`src/design/fpts_pkg.sv`:
```
package fpts_pkg;

  // Event kinds carried in s_axis_tuser
  typedef enum logic [1:0] {
    OP_TICK     = 2'd0,
    OP_SUSPEND  = 2'd1,
    OP_ACTIVATE = 2'd2,
    OP_NONE     = 2'd3
  } op_e;

  // Configuration register indexes
  typedef enum logic [2:0] {
    REG_PERIOD_FIRST  = 3'd0,
    REG_PERIOD_SECOND = 3'd1,
    REG_PERIOD_THIRD  = 3'd2,
    REG_OFFSET_FIRST  = 3'd3,
    REG_OFFSET_SECOND = 3'd4,
    REG_OFFSET_THIRD  = 3'd5
  } reg_e;

  localparam int unsigned TimedTasks = 3;
  localparam int unsigned CfgWidth   = 16;
  localparam int unsigned TimeWidth  = 32;
  localparam int unsigned SigWidth   = 32;
  localparam int unsigned IdWidth    = 3;

  // Reset values of periods and first-release offsets, tasks 0..2
  localparam logic [CfgWidth-1:0] PeriodReset [TimedTasks] = '{16'd10, 16'd2, 16'd7};
  localparam logic [CfgWidth-1:0] OffsetReset [TimedTasks] = '{16'd0, 16'd3, 16'd7};

  // Single-shot tasks and the suspend hand-off pair
  localparam int unsigned ShotTaskA = 1;
  localparam int unsigned ShotTaskB = 2;
  localparam int unsigned PairTaskA = 3;
  localparam int unsigned PairTaskB = 4;

  // Result item as tdata carries it: switch_context is the lowest bit, overrun the highest
  typedef struct packed {
    logic                overrun;
    logic [SigWidth-1:0] signal_out;
    logic [IdWidth-1:0]  entered_task;
    logic [IdWidth-1:0]  left_task;
    logic                create_entered;
    logic                terminate_left;
    logic                switch_context;
  } result_t;

  localparam int unsigned ResultBits = $bits(result_t);
  localparam int unsigned OutBytes   = (ResultBits + 7) / 8;
  localparam int unsigned InBits     = IdWidth + SigWidth;
  localparam int unsigned InBytes    = (InBits + 7) / 8;

endpackage

```
`src/design/fpts_pick.sv`:
```
// Lowest-numbered ready task wins; idle (index TASK_COUNT) when none is ready.
module fpts_pick #(
  parameter int unsigned TASK_COUNT = 5,
  parameter int unsigned TW         = 3
) (
  input  logic [TASK_COUNT-1:0] ready_i,
  output logic [TW-1:0]         chosen_o
);

  always_comb begin
    chosen_o = TW'(TASK_COUNT);
    for (int j = TASK_COUNT - 1; j >= 0; j--) begin
      if (ready_i[j]) begin
        chosen_o = TW'(j);
      end
    end
  end

endmodule

```
`src/design/fixed_priority_task_scheduler_unit.sv`:
```
// Channel   | Direction | Payload (lowest bit up)
// s_axis    | in        | tuser: op; tdata: task_id, signal (zero-filled to 40 bits)
// m_axis    | out       | tdata: switch_context, terminate_left, create_entered,
//           |           |        left_task, entered_task, signal_out, overrun (48 bits)
// cfg       | in        | cfg_index_i: register index; cfg_data_i: 16-bit value
//
// One event per cycle while s_axis_tready is high; its result is registered
// and appears the cycle after it is taken. Scheduler state updates at that edge.
// s_axis_tready stays high while the result register is empty or being drained.
// Reset: idle task running, periods/offsets at defaults, tick count zero.
// cfg_ready_o is always high; a write to an offset also reloads its release time.
module fixed_priority_task_scheduler_unit #(
  parameter int unsigned TASK_COUNT    = 5,
  parameter int unsigned OVERRUN_WIDTH = 16
) (
  input  logic                            clk_i,
  input  logic                            rst_ni,
  // s_axis_tuser: op[1:0]
  // s_axis_tdata: task_id[2:0], signal[34:3], zero fill
  input  logic                            s_axis_tvalid,
  output logic                            s_axis_tready,
  input  logic [1:0]                      s_axis_tuser,
  input  logic [fpts_pkg::InBytes*8-1:0]  s_axis_tdata,
  // m_axis_tdata: switch_context[0], terminate_left[1], create_entered[2],
  //   left_task[5:3], entered_task[8:6], signal_out[40:9], overrun[41], zero fill
  output logic                            m_axis_tvalid,
  input  logic                            m_axis_tready,
  output logic [fpts_pkg::OutBytes*8-1:0] m_axis_tdata,
  input  logic                            cfg_valid_i,
  output logic                            cfg_ready_o,
  input  logic [2:0]                      cfg_index_i,
  input  logic [fpts_pkg::CfgWidth-1:0]   cfg_data_i
);

  localparam int unsigned TW = $clog2(TASK_COUNT + 1);
  localparam int unsigned NT = fpts_pkg::TimedTasks;
  localparam int unsigned TM = fpts_pkg::TimeWidth;

  // Scheduler state
  logic [TASK_COUNT-1:0]    ready_q, ready_d;
  logic [TASK_COUNT-1:0]    fresh_q, fresh_d;
  logic [TASK_COUNT-1:0]    ending_q, ending_d;
  logic [OVERRUN_WIDTH-1:0] ovr_cnt_q [TASK_COUNT];
  logic [OVERRUN_WIDTH-1:0] ovr_cnt_d [TASK_COUNT];
  logic [TW-1:0]            run_q, run_d;
  logic [TM-1:0]            tick_q, tick_d;
  logic [TM-1:0]            next_rel_q [NT];
  logic [TM-1:0]            next_rel_d [NT];
  logic [fpts_pkg::CfgWidth-1:0] period_q [NT];

  // Output register
  logic                     out_valid_q;
  fpts_pkg::result_t        result_q, result_d;

  // Input decode
  fpts_pkg::op_e            op;
  logic [fpts_pkg::IdWidth-1:0]  tid;
  logic [fpts_pkg::SigWidth-1:0] sig;
  logic [TW-1:0]            tid_ext;
  logic                     accept;
  logic                     cfg_we;
  logic [NT-1:0]            off_we;

  logic [TASK_COUNT-1:0]    rel_req;
  logic [TASK_COUNT-1:0]    ready_ev;
  logic [TASK_COUNT-1:0]    fresh_ev;
  logic [TASK_COUNT-1:0]    ending_ev;
  logic [TW-1:0]            chosen;
  logic                     ovr;
  logic                     term;
  logic                     create;

  assign op      = fpts_pkg::op_e'(s_axis_tuser);
  assign tid     = s_axis_tdata[fpts_pkg::IdWidth-1:0];
  assign sig     = s_axis_tdata[fpts_pkg::InBits-1:fpts_pkg::IdWidth];
  assign tid_ext = TW'(tid);

  assign s_axis_tready = !out_valid_q || m_axis_tready;
  assign accept        = s_axis_tvalid && s_axis_tready;
  assign cfg_ready_o   = 1'b1;
  assign cfg_we        = cfg_valid_i;

  // Release requests: timed tasks on tick, one task on activate
  always_comb begin
    rel_req = '0;
    for (int i = 0; i < NT; i++) begin
      next_rel_d[i] = next_rel_q[i];
    end
    tick_d = tick_q;
    case (op)
      fpts_pkg::OP_TICK: begin
        for (int i = 0; i < NT; i++) begin
          if (tick_q >= next_rel_q[i]) begin
            rel_req[i]    = 1'b1;
            next_rel_d[i] = next_rel_q[i] + TM'(period_q[i]);
          end
        end
        tick_d = tick_q + TM'(1);
      end
      fpts_pkg::OP_ACTIVATE: begin
        for (int j = 0; j < TASK_COUNT; j++) begin
          if (tid_ext == TW'(j)) begin
            rel_req[j] = 1'b1;
          end
        end
      end
      default: begin
      end
    endcase
  end

  // Event effect on ready/fresh/ending bits and overrun counters
  always_comb begin
    ready_ev  = ready_q;
    fresh_ev  = fresh_q;
    ending_ev = ending_q;
    ovr       = 1'b0;
    for (int j = 0; j < TASK_COUNT; j++) begin
      ovr_cnt_d[j] = ovr_cnt_q[j];
      if (rel_req[j]) begin
        if (ready_q[j]) begin
          ovr = 1'b1;
          if (!(&ovr_cnt_q[j])) begin
            ovr_cnt_d[j] = ovr_cnt_q[j] + OVERRUN_WIDTH'(1);
          end
        end else begin
          ready_ev[j] = 1'b1;
          if (j == fpts_pkg::ShotTaskA || j == fpts_pkg::ShotTaskB) begin
            fresh_ev[j] = 1'b1;
          end
        end
      end
    end
    // Suspend of the running task; ignored while idle runs
    if (op == fpts_pkg::OP_SUSPEND) begin
      for (int j = 0; j < TASK_COUNT; j++) begin
        if (run_q == TW'(j)) begin
          ready_ev[j] = 1'b0;
          if (j == fpts_pkg::ShotTaskA || j == fpts_pkg::ShotTaskB) begin
            ending_ev[j] = 1'b1;
          end else if (j == fpts_pkg::PairTaskA) begin
            ready_ev[fpts_pkg::PairTaskB] = 1'b1;
          end else if (j == fpts_pkg::PairTaskB) begin
            ready_ev[fpts_pkg::PairTaskA] = 1'b1;
          end
        end
      end
    end
  end

  fpts_pick #(
    .TASK_COUNT (TASK_COUNT),
    .TW         (TW)
  ) u_pick (
    .ready_i  (ready_ev),
    .chosen_o (chosen)
  );

  // Switch bookkeeping and result assembly
  always_comb begin
    ready_d  = ready_ev;
    fresh_d  = fresh_ev;
    ending_d = ending_ev;
    run_d    = run_q;
    term     = 1'b0;
    create   = 1'b0;
    if (chosen != run_q) begin
      run_d = chosen;
      for (int j = 0; j < TASK_COUNT; j++) begin
        if (run_q == TW'(j) && ending_ev[j]) begin
          term        = 1'b1;
          ending_d[j] = 1'b0;
        end
        if (chosen == TW'(j) && fresh_ev[j]) begin
          create     = 1'b1;
          fresh_d[j] = 1'b0;
        end
      end
    end
    result_d.switch_context = (chosen != run_q);
    result_d.terminate_left = term;
    result_d.create_entered = create;
    result_d.left_task      = run_q[fpts_pkg::IdWidth-1:0];
    result_d.entered_task   = run_d[fpts_pkg::IdWidth-1:0];
    result_d.signal_out     = (op == fpts_pkg::OP_SUSPEND || op == fpts_pkg::OP_ACTIVATE)
                              ? sig : '0;
    result_d.overrun        = ovr;
  end

  // Offset writes also reload the matching release time
  always_comb begin
    off_we = '0;
    if (cfg_we) begin
      case (fpts_pkg::reg_e'(cfg_index_i))
        fpts_pkg::REG_OFFSET_FIRST:  off_we[0] = 1'b1;
        fpts_pkg::REG_OFFSET_SECOND: off_we[1] = 1'b1;
        fpts_pkg::REG_OFFSET_THIRD:  off_we[2] = 1'b1;
        default: begin
        end
      endcase
    end
  end

  // State registers; the user must write configuration only while no event is in flight (not enforced here)
  always_ff @(posedge clk_i or negedge rst_ni) begin
    if (!rst_ni) begin
      ready_q  <= '0;
      fresh_q  <= '0;
      ending_q <= '0;
      run_q    <= TW'(TASK_COUNT);
      tick_q   <= '0;
      for (int j = 0; j < TASK_COUNT; j++) begin
        ovr_cnt_q[j] <= '0;
      end
      for (int i = 0; i < NT; i++) begin
        period_q[i]   <= fpts_pkg::PeriodReset[i];
        next_rel_q[i] <= TM'(fpts_pkg::OffsetReset[i]);
      end
    end else begin
      if (accept) begin
        ready_q  <= ready_d;
        fresh_q  <= fresh_d;
        ending_q <= ending_d;
        run_q    <= run_d;
        tick_q   <= tick_d;
        for (int j = 0; j < TASK_COUNT; j++) begin
          ovr_cnt_q[j] <= ovr_cnt_d[j];
        end
      end
      // an offset write takes precedence over the event update
      for (int i = 0; i < NT; i++) begin
        if (off_we[i]) begin
          next_rel_q[i] <= TM'(cfg_data_i);
        end else if (accept) begin
          next_rel_q[i] <= next_rel_d[i];
        end
      end
      if (cfg_we) begin
        case (fpts_pkg::reg_e'(cfg_index_i))
          fpts_pkg::REG_PERIOD_FIRST:  period_q[0] <= cfg_data_i;
          fpts_pkg::REG_PERIOD_SECOND: period_q[1] <= cfg_data_i;
          fpts_pkg::REG_PERIOD_THIRD:  period_q[2] <= cfg_data_i;
          default: begin
          end
        endcase
      end
    end
  end

  // Result register valid
  always_ff @(posedge clk_i or negedge rst_ni) begin
    if (!rst_ni) begin
      out_valid_q <= 1'b0;
    end else if (accept) begin
      out_valid_q <= 1'b1;
    end else if (m_axis_tready) begin
      out_valid_q <= 1'b0;
    end
  end

  // Result payload
  always_ff @(posedge clk_i) begin
    if (accept) begin
      result_q <= result_d;
    end
  end

  assign m_axis_tvalid = out_valid_q;
  assign m_axis_tdata  = (fpts_pkg::OutBytes*8)'(result_q);

endmodule
```
`config.mk`:
```
export PLATFORM = sky130hd
export DESIGN_NAME = fixed_priority_task_scheduler_unit
export DESIGN_NICKNAME = d
export VERILOG_FILES = /design/src/design/fpts_pkg.sv /design/src/design/fpts_pick.sv /design/src/design/fixed_priority_task_scheduler_unit.sv
export SDC_FILE = /design/constraint.sdc
export NUM_CORES = 1
export LEC_CHECK = 0
export BUFFER_PORTS_ARGS = -buffer_cell sky130_fd_sc_hd__buf_2
export CAP_MARGIN = 10
export CORE_ASPECT_RATIO = 1.75
export CORE_MARGIN = 2
export CORE_UTILIZATION = 65
export CTS_CLUSTER_DIAMETER = 100
export DETAILED_ROUTE_END_ITERATION = 16
export PLACE_DENSITY = 0.85
export SLEW_MARGIN = 0
export SYNTH_ARGS = -nofsm -noshare
export SYNTH_HDL_FRONTEND = slang
export SYNTH_SLANG_ARGS = --single-unit
```
`constraint.sdc`:
```
create_clock -name clk_i -period 9.2 [get_ports clk_i]
set_input_delay 0.92 -clock clk_i [delete_from_list [all_inputs] [get_ports clk_i]]
set_output_delay 0.92 -clock clk_i [all_outputs]
set_load 0.01 [all_outputs]
```
==> metrics.txt <==
status=completed; Fin Setup TNS=0 ns; antenna cell count=0; Seq/Total Area, Yosys=41.47%; HPWL Detailed=between 20 and 30 mm; HP Start=period_q[32]$_DFFE_PN0P_; gate count after technology mapping=1521; worst setup path startpoint=tick_q[19]$_DFFE_PN0P_; Pwr Density=207.0 nW/µm²; die area=approximately 24000 µm²; Worst-path clk slew=approximately 0.070 ns; Total Wirelength=35.85 mm; EDFF count, synth=42; Die Wd=116.9 µm; gpl congestion=between 0.9 and 1; WL per Instance=~18 µm; Slew Viols, Final=0; Vias=11784; Synth Flop Type=dfrtp_1; Area Overhead vs Synth=11.39%; Synthesis Warnings=0; CP Cell Sequence=ha_1, nand2_1, o21ai_1, a41oi_1, nor4_1, a21oi_1, nor4_4, nand3b_1, nor4_2, xnor2_1, nor2_1; Synth async-reset ratio=81.82%; DRC violations left=0; Crit path required time=9.57 ns; DRT Pass-1 Iters=5; # rows=72; first-pass GRT wire length=59.11 mm; vias in the first global route=12134; max cap viols=0; Core Region=21980 µm²; Final Cycle Share=41.90%; Leakage Power=7.378 nW; DRT antenna net count=0; Worst Clk Skew=0.01348 ns; Worst Setup End Kind=flip-flop; Largest stage delay, worst path=roughly 0.65 ns; DR vias/cell=around 6.1; Slew @ Worst Pin=1.319 ns; worst hold-check path type=flip-flop to flip-flop; Post-Place Cells=1897; Non-Filler Instances=1939; Num CTS Buffers=23; CTS H-tree depth=1; Max VDD drop=186.2 µV; slew margin rel.=11.29%; Final min period=roughly 3.9 ns; Post-CTS Setup Bufs=0; crit path max-delay cell type=nor4_1; FF-to-FF Start=tick_q[19]$_DFFE_PN0P_; crit start category=flip-flop; Worst-Skew Late Latency=0.52 ns; synth unique cells=74; DR iter-0 viols=787; TritonCTS clock tree=built; Hold-fix buffers, CTS=0; RSZ-0062 raised after global routing=no; Sink Count=231; Resize count post-CTS=0; final hold vios=0; die height=around 200 µm; GRT overflow=0; # IOs=117; all-layer global routing usage=31.78%; clock root buffer master=clkbuf_16; Max Root-Sink Buffers=3; critical path arrival=around 4.2 ns; initial antenna violation count=2; commonest non-fill, non-tap cell in the layout=dfrtp_1; layout cells sized above 1=14.61%; sum of buffers and inverters on the critical path=0; CP max FO=7; Post-Syn Area=14490 µm²; # setup viols final=0; synthesized area per cell=9.524 µm²; Final #Nets=1843; Port Buffers=104; Crit Path Class=flip-flop to flip-flop; most frequent cells in the layout=dfrtp_1, ha_1, nand2_1, inv_1, nor2_1; max frequency=between 0.2 and 0.3 GHz; crit-path leading delay family=simple AND/OR/NAND/NOR gates; largest net degree at the start of global routing=119; Yosys reg bits=231; Starting Density=65.90%
metrics by stage:
step	hold slack (ns)	utilization [%]	setup slack (ns)	instance area (µm²)	total power (W)
floorplan	0.4726	-	5.498	14510	0.002038
global placement	0.4929	69.68	5.476	15320	0.002253
detailed placement	0.5012	69.68	5.402	15320	0.002305
CTS	0.5152	73.41	5.340	16140	0.003341
global route	0.5260	73.41	5.169	16140	0.003521
finish	0.5125	73.41	5.345	16140	0.003341
report_power, final:
part	internal [W]	leakage, nW	switching (W)
Clock	0.000610	0.396	0.000412
Combinational	0.000435	4.17	0.000590
Sequential	0.00119	2.81	0.000102
flip-flops by register name (all words and copies together), names as in the netlist:
signal,cells
ending_q,2
fresh_q,2
m_axis_tdata,42
m_axis_tvalid,1
next_rel_q,96
period_q,48
ready_q,5
run_q,3
tick_q,32
metal layers:
layer  global-route usage, %  up-vias  wire [µm]
met1                   35.46     5697      12830
met5                       0        -         21
li1                        -     5532          -
met4                   19.62        4       2607
met3                   5.120      151       1919
met2                   55.22      400      18470
path summary, 6_finish.rpt:
kind                            slack, ns                    endpoint  depth (start not counted)
worst max-delay path                 5.35  next_rel_q[27]$_DFFE_PN0P_                         11
worst min-delay path                 0.51    period_q[32]$_DFFE_PN0P_                          1
worst max register to register       5.35  next_rel_q[27]$_DFFE_PN0P_                         11
worst min register to register       0.51    period_q[32]$_DFFE_PN0P_                          1
max in group asynchronous            7.14      fresh_q[2]$_DFFE_PN0P_                          2
min in group asynchronous            0.52  next_rel_q[61]$_DFFE_PN0P_                          1
layout make-up:
cell class                      instances  area (µm²)
Timing Repair Buffer                  115       611.8
Sequential cell                       231        6007
Clock buffer                           24       589.3
Fill cell                            1577        5844
Tap cell                              296       370.4
Multi-Input combinational cell       1128        7850
Clock inverter                         18       231.5
Inverter                              127       476.7
Yosys cell counts (10+ instances only):
library cell / count / area, µm²
a21o_1: 19 / 142.6
a21oi_1: 122 / 610.6
a31oi_1: 15 / 93.84
and2_1: 34 / 212.7
and3_1: 16 / 100.1
clkbuf_1: 27 / 101.4
dfrtp_1: 176 / 4404
dfstp_2: 13 / 341.6
edfxtp_1: 42 / 1261
ha_1: 148 / 1852
inv_1: 126 / 473.0
mux2_2: 47 / 529.3
mux2i_1: 15 / 150.1
nand2_1: 134 / 503.0
nand2b_1: 10 / 62.56
nand3_1: 35 / 175.2
nand4_1: 24 / 150.1
nor2_1: 129 / 484.2
nor2b_1: 13 / 81.33
nor3_1: 32 / 160.2
nor4_1: 11 / 68.82
o21a_1: 11 / 82.58
o21ai_0: 90 / 450.4
or3_1: 18 / 112.6
xnor2_1: 92 / 805.8
xor2_1: 13 / 113.9
kinds of logic (layout without fill, tap and decap cells):
group                      Yosys count  after routing  synth area share (%)
and+or+nand+nor                    475            475                 15.80
muxes                               62             62                 4.690
DFF                                231            231                 41.47
adders and majority gates          151            151                 13.20
buffers and inverters              167            284                 4.629
other                                2              7               0.05184
xor gates and xnor gates           105            105                 6.348
AOI/OAI and AO/OA                  328            328                 13.82
Power figures use the tool's default switching activity.
